$ cat src/rtl/wlf_pkg.sv
// wlf_pkg: shared types and constants of the windowed line fit block
// no dependencies; imported by the arithmetic unit and the top level
package wlf_pkg;

    localparam int          WINDOW_DEPTH_DEF = 16;
    localparam logic [31:0] MAX_DIFF_RST     = 32'd6554;
    localparam int          FRAC_BITS        = 16;
    localparam logic [16:0] R2_ONE           = 17'd65536;
    localparam int          MIN_FIT_SAMPLES  = 2;

    typedef enum logic [1:0] {
        CMD_ADD   = 2'd0,
        CMD_REFIT = 2'd1,
        CMD_QUERY = 2'd2,
        CMD_CLEAR = 2'd3
    } cmd_t;

    typedef enum logic {
        MDU_MUL = 1'b0,
        MDU_DIV = 1'b1
    } mdu_op_t;

    typedef struct packed {
        logic    start;
        mdu_op_t op;
    } mdu_ctl_t;

endpackage

$ cat src/rtl/wlf_mdu.sv
// wlf_mdu: shared signed shift-add multiplier and restoring divider, one bit a cycle
// depends on wlf_pkg
module wlf_mdu import wlf_pkg::*; #(
    parameter int W = 164
) (
    input  logic                clk,
    input  logic                rst_n,
    input  mdu_ctl_t            ctl,
    input  logic signed [W-1:0] a,
    input  logic signed [W-1:0] b,
    output logic                done,
    output logic signed [W-1:0] result
);

    localparam int CNTW = $clog2(W + 1);

    typedef enum logic [2:0] {
        M_IDLE = 3'b001,
        M_RUN  = 3'b010,
        M_FIN  = 3'b100
    } mstate_t;

    mstate_t             state_reg, state_next;
    logic                done_reg, done_next;
    mdu_op_t             op_reg, op_next;
    logic                neg_reg, neg_next;
    logic [W-1:0]        ua_reg, ua_next;
    logic [W-1:0]        ub_reg, ub_next;
    logic [W-1:0]        acc_reg, acc_next;
    logic [W-1:0]        rem_reg, rem_next;
    logic [CNTW-1:0]     cnt_reg, cnt_next;
    logic signed [W-1:0] result_reg, result_next;

    logic [W-1:0] abs_a, abs_b, rem_sh;
    logic         ge;

    always_comb
    begin
        abs_a  = a[W-1] ? W'(-a) : W'(a);
        abs_b  = b[W-1] ? W'(-b) : W'(b);
        rem_sh = {rem_reg[W-2:0], ua_reg[W-1]};
        ge     = (rem_sh >= ub_reg);

        state_next  = state_reg;
        done_next   = 1'b0;
        op_next     = op_reg;
        neg_next    = neg_reg;
        ua_next     = ua_reg;
        ub_next     = ub_reg;
        acc_next    = acc_reg;
        rem_next    = rem_reg;
        cnt_next    = cnt_reg;
        result_next = result_reg;

        case (state_reg)
            M_IDLE:
            begin
                if (ctl.start)
                begin
                    op_next    = ctl.op;
                    neg_next   = a[W-1] ^ b[W-1];
                    ua_next    = abs_a;
                    ub_next    = abs_b;
                    acc_next   = '0;
                    rem_next   = '0;
                    cnt_next   = '0;
                    state_next = M_RUN;
                end
            end
            M_RUN:
            begin
                if (op_reg == MDU_MUL)
                begin
                    // stop as soon as the multiplier bits run out
                    if (ub_reg == '0)
                    begin
                        state_next = M_FIN;
                    end
                    else
                    begin
                        if (ub_reg[0])
                        begin
                            acc_next = acc_reg + ua_reg;
                        end
                        ua_next = ua_reg << 1;
                        ub_next = ub_reg >> 1;
                    end
                end
                else
                begin
                    rem_next = ge ? (rem_sh - ub_reg) : rem_sh;
                    acc_next = {acc_reg[W-2:0], ge};
                    ua_next  = ua_reg << 1;
                    cnt_next = cnt_reg + 1'b1;
                    if (cnt_reg == CNTW'(W - 1))
                    begin
                        state_next = M_FIN;
                    end
                end
            end
            M_FIN:
            begin
                result_next = neg_reg ? $signed(-acc_reg) : $signed(acc_reg);
                done_next   = 1'b1;
                state_next  = M_IDLE;
            end
            default:
            begin
                state_next = M_IDLE;
            end
        endcase
    end

    always_ff @(posedge clk or negedge rst_n)
    begin
        if (!rst_n)
        begin
            state_reg <= M_IDLE;
            done_reg  <= 1'b0;
        end
        else
        begin
            state_reg <= state_next;
            done_reg  <= done_next;
        end
    end

    always_ff @(posedge clk)
    begin
        op_reg     <= op_next;
        neg_reg    <= neg_next;
        ua_reg     <= ua_next;
        ub_reg     <= ub_next;
        acc_reg    <= acc_next;
        rem_reg    <= rem_next;
        cnt_reg    <= cnt_next;
        result_reg <= result_next;
    end

    assign done   = done_reg;
    assign result = result_reg;

endmodule

$ cat config.mk
export PLATFORM = sky130hd
export DESIGN_NAME = wlf_mdu
export DESIGN_NICKNAME = d
export VERILOG_FILES = /design/src/rtl/wlf_pkg.sv /design/src/rtl/wlf_mdu.sv
export SDC_FILE = /design/constraint.sdc
export NUM_CORES = 2
export LEC_CHECK = 0
export BUFFER_PORTS_ARGS = -buffer_cell sky130_fd_sc_hd__buf_2
export CAP_MARGIN = 20
export CORE_MARGIN = 10
export CORE_UTILIZATION = 54
export DETAILED_ROUTE_END_ITERATION = 10
export PLACE_DENSITY = 0.71
export SKIP_LAST_GASP = 1
export SLEW_MARGIN = 15
export SYNTH_ARGS = -nofsm -noshare
export SYNTH_HDL_FRONTEND = slang
export SYNTH_SLANG_ARGS = --single-unit
$ cat constraint.sdc
create_clock -name clk -period 15.4 [get_ports clk]
set_input_delay 3.08 -clock clk [delete_from_list [all_inputs] [get_ports clk]]
set_output_delay 3.08 -clock clk [all_outputs]
set_load 0.05 [all_outputs]
==> results_dict.tcl <==
set metrics [dict create \
    tightest_slew_ns 1.37 \
    worstSetupStartpointType "input port" \
    cts_tree "yes" \
    grt_pass1_vias 59300 \
    clk_pin_slew_ns 0.07 \
    required_ns 15.81 \
    worstPathMaxFanout 8 \
    postPlaceCellArea_sq_mm 0.0701 \
    gr-usage-all-layers_pct 34.6 \
    yosysSeqAreaShare_pct 37.5 \
    ys_warn_count 0 \
    max-clock-path-buffers 3 \
    combPwrFrac_pct 31.0 \
    grt_max_degree 214 \
    design.die.area_sq_mm 0.138 \
    antenna_found_initial 53 \
    gr-total-overflow 0 \
    syn_area_per_cell_sq_um 8.37 \
    p_per_area_mw_per_mm2 107 \
    die_h_microns 371 \
    hold_buffers 0 \
    ys.flop_type "edfxtp_1" \
    drt_iter0_drc 7294 \
    yosysTopAreaCell "edfxtp_1" \
    rr_endpoint "result[159]" \
    maxCapViolCount 0 \
    r2r_cells 14 \
    clock-sinks 833 \
    clock_latency_ns 0.73 \
    vias 63500 \
    syn_nets 8621 \
    area_growth_pct 10.4 \
    ys_ff_latch 833 \
    portBuffers 496 \
    cp.arrival_ns 8.54 \
    setup-violations-final 0 \
    async_flop_share_pct 0.480 \
    routedWlPerCell_microns 25.2 \
    end_kind "flop" \
    fmax_mhz 123 \
    post_cts_buffers 0 \
    crit_type "in2reg" \
    swShare_pct 35.5 \
    grt_pass1_wl_microns 369000 \
    vias_per_cell 6.40 \
    synth.distinct_cells 81 \
    globalplace.congestion 1.04 \
    final_util_pct 60.2 \
    hpwl_microns 197000 \
    post-route-drc-count 0 \
    synth_area_sq_mm 0.0666 \
    drt_first_pass_iters 9 \
    fin_crit_sh_pct 52.8 \
    routed_wl_microns 250000 \
    fillerInstances 11100 \
    power.switching_mw 2.81 \
    ctsResizeCount 0 \
    clockPowerShare_pct 31.4 \
    h-tree-depth 3 \
    fp.dieW_microns 371 \
    final_area_sq_mm 0.0736 \
    finalClockSkew_ns 0.0315 \
    syn_inst 7956 \
    layout-drive-gt1-share_pct 9.58 \
    hold_viol 0 \
    rrSetupSlack_ns 8.71 \
    mostFrequentLayoutCells "nand2_1 (944), a21oi_1 (846), edfxtp_1 (829)" \
    multi_input_area_sq_mm 0.0390 \
    drt.antenna.violating_nets 0 \
    synthDominantCellAreaShare_pct 37.4 \
    root_buffer "clkbuf_16" \
    io_pins 497 \
    min_path_type "reg2reg" \
    synth_edf_count 829 \
    pwr-share-seq_pct 37.6 \
    hold_end "ua_reg[28]" \
    min_from "ua_reg[27]" \
    p_leak_nw 29.4 \
    coreArea_sq_mm 0.122 \
    final_common_cell "nand2_1" \
    hold_depth 2 \
    post-route-min-period_ns 8.13 \
    cts_inserted_buffers 95 \
    tns_ns 0 \
    r2r_start "acc_reg[8]" \
    rows 128 \
    rsz0062_at_grt "false" \
    seq_area_sq_mm 0.0250 \
    final_nets 8845 \
    peakVddDrop_mv 0.0972 \
    p_int_mw 5.10 \
    ys_top_cells_by_area "edfxtp_1 (37%), a21oi_1 (6.4%), ha_1 (6.2%)" \
    slew_headroom_pct 8.61 \
    status "completed" \
    drv_slew 0 \
    start_util_pct 54.5 \
]
==> worst max-delay path, stage by stage <==
cell,delay [ns]
buf_2,0.11
or4_1,0.66
nor4_2,0.26
buf_4,0.22
nand4b_1,0.28
nor4_1,0.35
or4b_2,0.78
or3_1,0.55
nand2b_1,0.29
nor4_1,0.55
nand2_1,0.40
inv_1,0.19
nand2_1,0.11
o41ai_1,0.42
xor2_1,0.18
o21ai_0,0.09
==> stage by stage <==
step                      cells  total power [mW]  setup slack (ns)  hold slack [ns]
after floorplan            7956              4.64              1.71            0.493
after global placement     9704              5.37              6.26            0.544
after detailed placement   9705              5.38              6.18            0.542
after CTS                  9882              7.85              6.90            0.560
after global routing       9903              8.27              7.05            0.579
final                      9925              7.90              7.27            0.563
==> cells in the mapped netlist, types with 11 or more instances <==
cell and n:
and2_1 21, and3_1 18, nand3_1 121, a21o_1 168
or4_1 94, nand4_1 193, mux2i_1 17, o21ai_0 772
nor2_1 825, nand2_1 944, a21oi_1 848, xnor2_1 372
nor2b_1 28, a221oi_1 15, o21a_1 48, or2_2 45
clkbuf_1 411, o21bai_1 112, and4_1 23, buf_1 14
o31ai_1 146, nand3b_1 11, nor4_1 110, o41ai_1 71
xor2_1 432, o211ai_1 28, inv_1 298, a21boi_0 36
ha_1 331, or3_1 123, a31oi_1 44, nor3_1 166
edfxtp_1 829, a211oi_1 38, nand2b_1 70, o221ai_1 12
==> area by class of cell <==
cell class | count | area share [%]
Antenna cell | 40 | 0.136
Clock buffer | 109 | 3.36
Clock inverter | 68 | 1.19
Inverter | 298 | 1.52
Multi-Input combinational cell | 6399 | 53.0
Sequential cell | 833 | 34.0
Tap cell | 1625 | 2.76
Timing Repair Buffer | 553 | 4.04
==> power by group through the flow <==
stage	combinational, mW	clock [mW]	sequential [mW]
floorplan	1.77	0	2.86
global placement	2.37	0	2.99
detailed placement	2.38	0	3.00
CTS	2.39	2.50	2.95
global route	2.69	2.59	2.98
finish	2.45	2.48	2.97
==> logic make-up (layout without fill, tap and decap cells) <==
group	after synthesis	after routing	share of synthesized area (%)
adder cells (fa/ha/maj)	333	333	6.28
buffers and inverters	724	1028	4.08
XOR/XNOR	804	804	10.6
flip-flops	833	833	37.5
AO/OA/AOI/OAI	2420	2420	21.5
multiplexers	17	17	0.255
other	0	40	0
AND/OR/NAND/NOR	2825	2825	19.8
==> routing by layer <==
layer / vias up / global-route usage, % / share of wire, %
li1: 29600 / - / -
met1: 30100 / 46.8 / 41
met2: 3278 / 53.4 / 44
met3: 541 / 6.62 / 10
met4: 24 / 15.8 / 5.0
met5: - / 0 / 0.055
==> worst max-delay path by stage <==
stage | cells past startpoint | from | endpoint
after floorplan | 1 | state_reg[2] | done
final | 16 | a[8] | ua_reg[157]
after detailed placement | 15 | a[8] | ua_reg[143]
after global placement | 15 | a[8] | ua_reg[143]
after CTS | 15 | a[8] | ua_reg[143]
after global routing | 16 | a[8] | ua_reg[157]
Power figures use the tool's default switching activity.
