File: src/rtl/wlf_ram.sv
// wlf_ram: generic single write port, single read port ram with registered read
// no dependencies
module wlf_ram #(
    parameter int WIDTH = 64,
    parameter int DEPTH = 16
) (
    input  logic                             clk,
    input  logic                             we,
    input  logic [$clog2(DEPTH)-1:0]         waddr,
    input  logic [WIDTH-1:0]                 wdata,
    input  logic [$clog2(DEPTH)-1:0]         raddr,
    output logic [WIDTH-1:0]                 rdata
);

    logic [WIDTH-1:0] mem [DEPTH];
    logic [WIDTH-1:0] rdata_reg;

    always_ff @(posedge clk)
    begin
        if (we)
        begin
            mem[waddr] <= wdata;
        end
        rdata_reg <= mem[raddr];
    end

    assign rdata = rdata_reg;

endmodule

File: config.mk
export PLATFORM = sky130hd
export DESIGN_NAME = wlf_ram
export DESIGN_NICKNAME = d
export VERILOG_FILES = /design/src/rtl/wlf_ram.sv
export SDC_FILE = /design/constraint.sdc
export NUM_CORES = 1
export LEC_CHECK = 0
export BUFFER_PORTS_ARGS = -buffer_cell sky130_fd_sc_hd__buf_2
export CAP_MARGIN = 20
export CORE_MARGIN = 4
export CORE_UTILIZATION = 47
export CTS_BUF_LIST = sky130_fd_sc_hd__clkbuf_8
export DETAILED_ROUTE_END_ITERATION = 16
export RECOVER_POWER = 50
export SYNTH_ARGS = -nofsm -noshare
export SYNTH_HDL_FRONTEND = slang
export SYNTH_SLANG_ARGS = --single-unit
File: constraint.sdc
create_clock -name clk -period 7.7 [get_ports clk]
set_input_delay 1.54 -clock clk [delete_from_list [all_inputs] [get_ports clk]]
set_output_delay 1.54 -clock clk [all_outputs]
set_load 0.01 [all_outputs]
==> results.yml, run 1 <==
outcome:
  status: "finished, violations left"
  failed_checks: "capacitance limit, slew limit"
clock_tree:
  cts_sinks: 1088
  cts_setup_buffers: 0
  tritoncts: "done"
  htreeDepth: 4
  clk-insertion-delay-late_ps: 790
  cts_buffers: 171
  cts-hold-fix-buffers: 0
  cts_buffer_depth: 3
  cts-root-buf: "clkbuf_8"
  cts.clk_slew.worst_paths_ps: 60
  post_cts_resized: 0
logic_synthesis:
  ys_ff_latch: 1088
  yosysUniqueCellTypes: 18
  synth.avg_cell_area_um2: 24.03
  synth_area_leaders: "edfxtp_1, mux4_2, dfxtp_1, a22oi_1, nand2_1"
  synth_top_area_share: 0.7769
  ys_top_cells_by_count: "edfxtp_1, mux4_2, a22oi_1, nand2_1, dfxtp_1"
  ys_async_sr_fraction: 0
  seq_area_frac_synth: 0.8092
  synthFlopType: "edfxtp_1"
  synth_area_um2: 39580
  yosys.cell_count.top_type: "edfxtp_1"
  yosys_warnings: 0
  yosysTopAreaCell: "edfxtp_1"
  syn_inst: 1647
  synth-edff-count: 1024
  mappedNetlistNets: 1721
placed_design:
  dp.cells: 2818
  gp_congestion: 0.6829
  place_hpwl_um: 41090
  dpl_cell_area_um2: 41720
  port_buffers: 137
timing:
  worst_hold_slack_ps: 646.7
  worst_pin_slew_ps: 2693
  hold_violations: 0
  relSlewSlack: -0.7951
  final.setup.tns_ps: 0
  max_freq_mhz: 218.9
  period_share: 0.5934
  rsz0062_at_grt: "false"
  min_period_ps: 4569
  drv_slew: 119
  finalSetupViolCount: 0
  finalClockSkew_ps: 29.34
routing:
  highest_layer: "met5"
  drt_iter0_drc: 1809
  wirelength_um: 88410
  antenna_left: 0
  dr_wl_met2_um: 41880
  vias: 18281
  routedLengthMet1_um: 38640
  via_per_inst: 5.818
  post_drt_wl_per_cell_um: 28.14
  met3WireLength_um: 6298
  firstDrtPassIters: 7
  drc: 0
run:
  maxCapViolCount: 4
floorplanning:
  coreArea_um2: 83560
  start_util: 0.4737
  die_h_um: 298.2
  dieWidth_um: 298.2
  num_rows: 106
  dieArea_um2: 88920
  boundaryPins: 138
critical_path:
  ff2ff_setup_slack_ps: 6380
  cp.required_ps: 8100
  end_kind: "flip-flop"
  start_kind: "input pin"
  cpMaxStageDelayCell: "clkbuf_1"
  timing.rr.end: "rdata[49]"
  crit_type: "input pin to flip-flop"
  critPathMaxFanout: 36
  worstPathCellList: "clkbuf_1 -> nand3_1 -> nor2_4 -> clkbuf_1 -> buf_4"
  cp_slowest_stage_delay_ps: 1900
  crit_top_cell: "clkbuf_1"
  r2r_cells: 3
  r2r_start: "mem[11][49]"
  arrival_ps: 4970
pwr:
  peakVddDrop_v: 0.0001341
  powerDensity_nw_per_um2: 263.6
  p_leak_uw: 0.01455
  total_power_uw: 11850
global_route:
  antenna_found_initial: 8
  grt_max_degree: 135
  grt_pass1_vias: 19547
  grt_overflow: 0
  grt_pass1_wl_um: 129700
  grt_usage: 0.2004
hold_path:
  hold_start: "mem[12][33]"
  hold_end: "rdata[33]"
  whs_path_depth: 3
  holdCritPathClass: "flip-flop to flip-flop"
finish:
  largest_reg_flops: 1024
  syn_to_final_growth_pct: 13.58
  layout.nets: 1985
  layout-drive-gt1-share: 0.2964
  fin_area_um2: 44960
  finalNonFillerCells: 3142
-- cells in the final DEF (no fill, tap or decap), types with 3 or more instances in the layout --
cell	instances
edfxtp_1	1024
diode_2	4
a22oi_1	128
dfxtp_1	64
clkbuf_1	71
nand2_1	65
inv_1	72
nor3_2	3
clkbuf_8	202
clkinv_1	18
buf_4	25
clkinv_2	14
buf_2	69
mux4_2	256
clkinvlp_4	8
nor2_4	13
buf_12	7
inv_8	3
-- power breakdown --
group	switching, uW	leakage, uW	internal (uW)	total, uW
logic	338	0.00279	225	563
clock network	2190	0.00196	2430	4610
registers	48.1	0.00979	6630	6670
total	2570	0.0145	9280	11800
-- cell families after synthesis --
| group | after synthesis | share of synthesized area |
|---|---|---|
| muxes | 256 | 0.1457 |
| buffers and inverters | 84 | 0.01141 |
| DFF | 1088 | 0.8092 |
| and+or+nand+nor | 91 | 0.009420 |
| AOI/OAI and AO/OA | 128 | 0.02428 |
-- metrics by stage --
stage	setup WS [ps]	utilization
final	3131	0.5380
after global routing	2900	0.5379
after CTS	4329	0.5392
after detailed placement	3439	0.4993
after global placement	3415	0.4989
after floorplan	731.2	-
-- layout make-up --
class / count / area [um2]
Clock inverter: 118 / 556.8
Antenna cell: 4 / 10.01
Multi-Input combinational cell: 475 / 7229
Tap cell: 1080 / 1351
Fill cell: 6438 / 38600
Clock buffer: 202 / 2780
Sequential cell: 1088 / 32030
Timing Repair Buffer: 175 / 997.2
-- layer usage --
metal | vias to the layer above | GRT usage
li1 | 7626 | -
met1 | 9855 | 0.2961
met2 | 652 | 0.3077
met3 | 142 | 0.04277
met4 | 6 | 0.05547
met5 | - | 0
-- critical path: cells and delay by family --
kind / cells / cell delay (ps)
and+or+nand+nor: 2 / 470
buffers and inverters: 3 / 2880
-- worst max-delay path by stage --
stage               startpoint          end  slack (ps)  cells after the start
finish                waddr[3]  mem[13][57]        3130                      5
global route          waddr[2]  mem[13][57]        2900                      5
CTS                   raddr[0]    rdata[24]        4330                      5
detailed placement    raddr[0]    rdata[22]        3440                      5
global placement      raddr[0]    rdata[19]        3410                      5
floorplan             waddr[2]    mem[0][0]         730                      2
(Power assumes the default switching activity.)
==> run 2, diff against run 1 <==
Clock period 7.7 ns to 4.45 ns, I/O delays scaled along.
==> run 2 against run 1 <==
  * The flow still finishes with violations (capacitance limit, slew limit)
  * Sequential power increased by 72%
  * Critical path type unchanged
  * Sequential share of layout area decreased by 0.32 points
  * Non-clock buffer count increased by 18
  * Cell area increased by 0.45%
  * Via count decreased by 1.3%
  * Utilization increased by 0.24 points
==> results.yml, run 2 (synthesis gave the netlist of run 1 again) <==
floorplanning:
  dieWidth_um: 298.2
  die_h_um: 298.2
  num_rows: 106
  coreArea_um2: 83560
  dieArea_um2: 88920
  boundaryPins: 138
  start_util: 0.4737
critical_path:
  end_kind: "flip-flop"
  start_kind: "input pin"
  critPathMaxFanout: 64
  cp.buffers_inverters: 2
  arrival_ps: 3540
  cp.required_ps: 4780
  critPathTopFamily: "buffers and inverters"
  cp_slowest_stage_delay_ps: 1780
  cpMaxStageDelayCell: "clkbuf_2"
  worstPathCellList: "clkbuf_1 -> nand2b_1 -> nor2_4 -> clkbuf_2"
  crit_type: "input pin to flip-flop"
global_route:
  grt_max_degree: 78
  grt_pass1_wl_um: 126600
  grt_pass1_vias: 19682
  grt_usage: 0.1917
  antenna_found_initial: 11
  grt_overflow: 0
routing:
  firstDrtPassIters: 5
  drt_iter0_drc: 1432
  dr_wl_met2_um: 41520
  via_per_inst: 5.722
  routedLengthMet1_um: 35910
  antenna_left: 0
  post_drt_wl_per_cell_um: 26.56
  vias: 18041
  met3WireLength_um: 4513
  drc: 0
  wirelength_um: 83750
  highest_layer: "met5"
timing:
  final.setup.tns_ps: 0
  max_freq_mhz: 312.1
  worst_pin_slew_ps: 2482
  finalSetupViolCount: 0
  drv_slew: 65
  hold_violations: 0
  relSlewSlack: -0.6547
  setup_slack_ps: 1246
  min_period_ps: 3204
  finalClockSkew_ps: 21.50
  rsz0062_at_grt: "false"
  period_share: 0.7200
placed_design:
  place_hpwl_um: 43380
  dp.cells: 2835
  gp_congestion: 0.7015
  dpl_worst_slack_ps: 1228
  port_buffers: 137
finish:
  multi_input_area_um2: 7226
  fillers: 6413
  register_area_um2: 32030
  syn_to_final_growth_pct: 14.08
  finalNonFillerCells: 3153
  layout.nets: 2004
  layout-drive-gt1-share: 0.2984
  largest_reg_flops: 1024
  layout_common_cells: "edfxtp_1, mux4_2, clkbuf_8, a22oi_1, inv_1"
  final_common_cell: "edfxtp_1"
pwr:
  powerDensity_nw_per_um2: 451.9
  p_comb_frac: 0.049
  p_switching_uw: 4469
  switching_share: 0.2190
  total_power_uw: 20410
  p_clk_frac: 0.386
  peakVddDrop_v: 0.0002741
  p_int_uw: 15940
  seqPwrFrac: 0.565
  p_leak_uw: 0.01465
clock_tree:
  cts.clk_slew.worst_paths_ps: 60
  cts-hold-fix-buffers: 0
  cts-root-buf: "clkbuf_8"
  cts_setup_buffers: 0
  cts_sinks: 1088
  tritoncts: "done"
  clk-insertion-delay-late_ps: 790
  cts_buffers: 172
  htreeDepth: 4
  cts_buffer_depth: 3
  post_cts_resized: 0
run:
  maxCapViolCount: 1
outcome:
  failed_checks: "capacitance limit, slew limit"
  status: "finished, violations left"
hold_path:
  holdCritPathClass: "input pin to flip-flop"
-- run 2: power by group through the flow --
stage          Sequential, uW  Clock, uW  Combinational (uW)
6_report                11500       7870                 998
4_1_cts                 11500       8110                1040
3_3_place_gp            11700          0                1010
2_1_floorplan           11800          0                 546
3_5_place_dp            11700          0                1030
5_1_grt                 11600       8590                1090
-- run 2: worst register-to-register path, cell delays in order (launching register included) --
cell	delay (ps)
edfxtp_1	350
mux4_2	470
a22oi_1	310
nand2_1	190
-- run 2: final cells by class --
class	count	share of cell area
diodes	2	0.0001108
clock buffers	194	0.05913
clock inverters	121	0.01327
multi-input cells	475	0.1600
flip-flops and latches	1088	0.7093
well taps	1080	0.02993
repair buffers	193	0.02821
-- run 2: worst paths after layout --
kind / slack, ps / start / cells after the start / to
worst max register to register: 2980 / mem[3][50] / 3 / rdata[50]
worst min register to register: 660 / mem[14][19] / 3 / rdata[19]
worst min-delay path: 580 / wdata[6] / 1 / mem[9][6]
worst max-delay path: 1250 / waddr[0] / 4 / mem[14][57]
-- run 2: metrics by stage --
stage	hold slack (ps)	util	instance area (um2)
2_1_floorplan	634.9	-	39600
3_3_place_gp	650.7	0.5026	42000
3_5_place_dp	651.8	0.5026	42000
4_1_cts	371.6	0.5418	45270
5_1_grt	551.6	0.5404	45160
6_report	582.2	0.5404	45160
-- run 2: layer usage --
| layer | track usage | vias to the layer above |
|---|---|---|
| met3 | 0.03957 | 138 |
| li1 | - | 7669 |
| met4 | 0.06190 | 16 |
| met5 | 0 | - |
| met2 | 0.3078 | 492 |
| met1 | 0.2674 | 9726 |
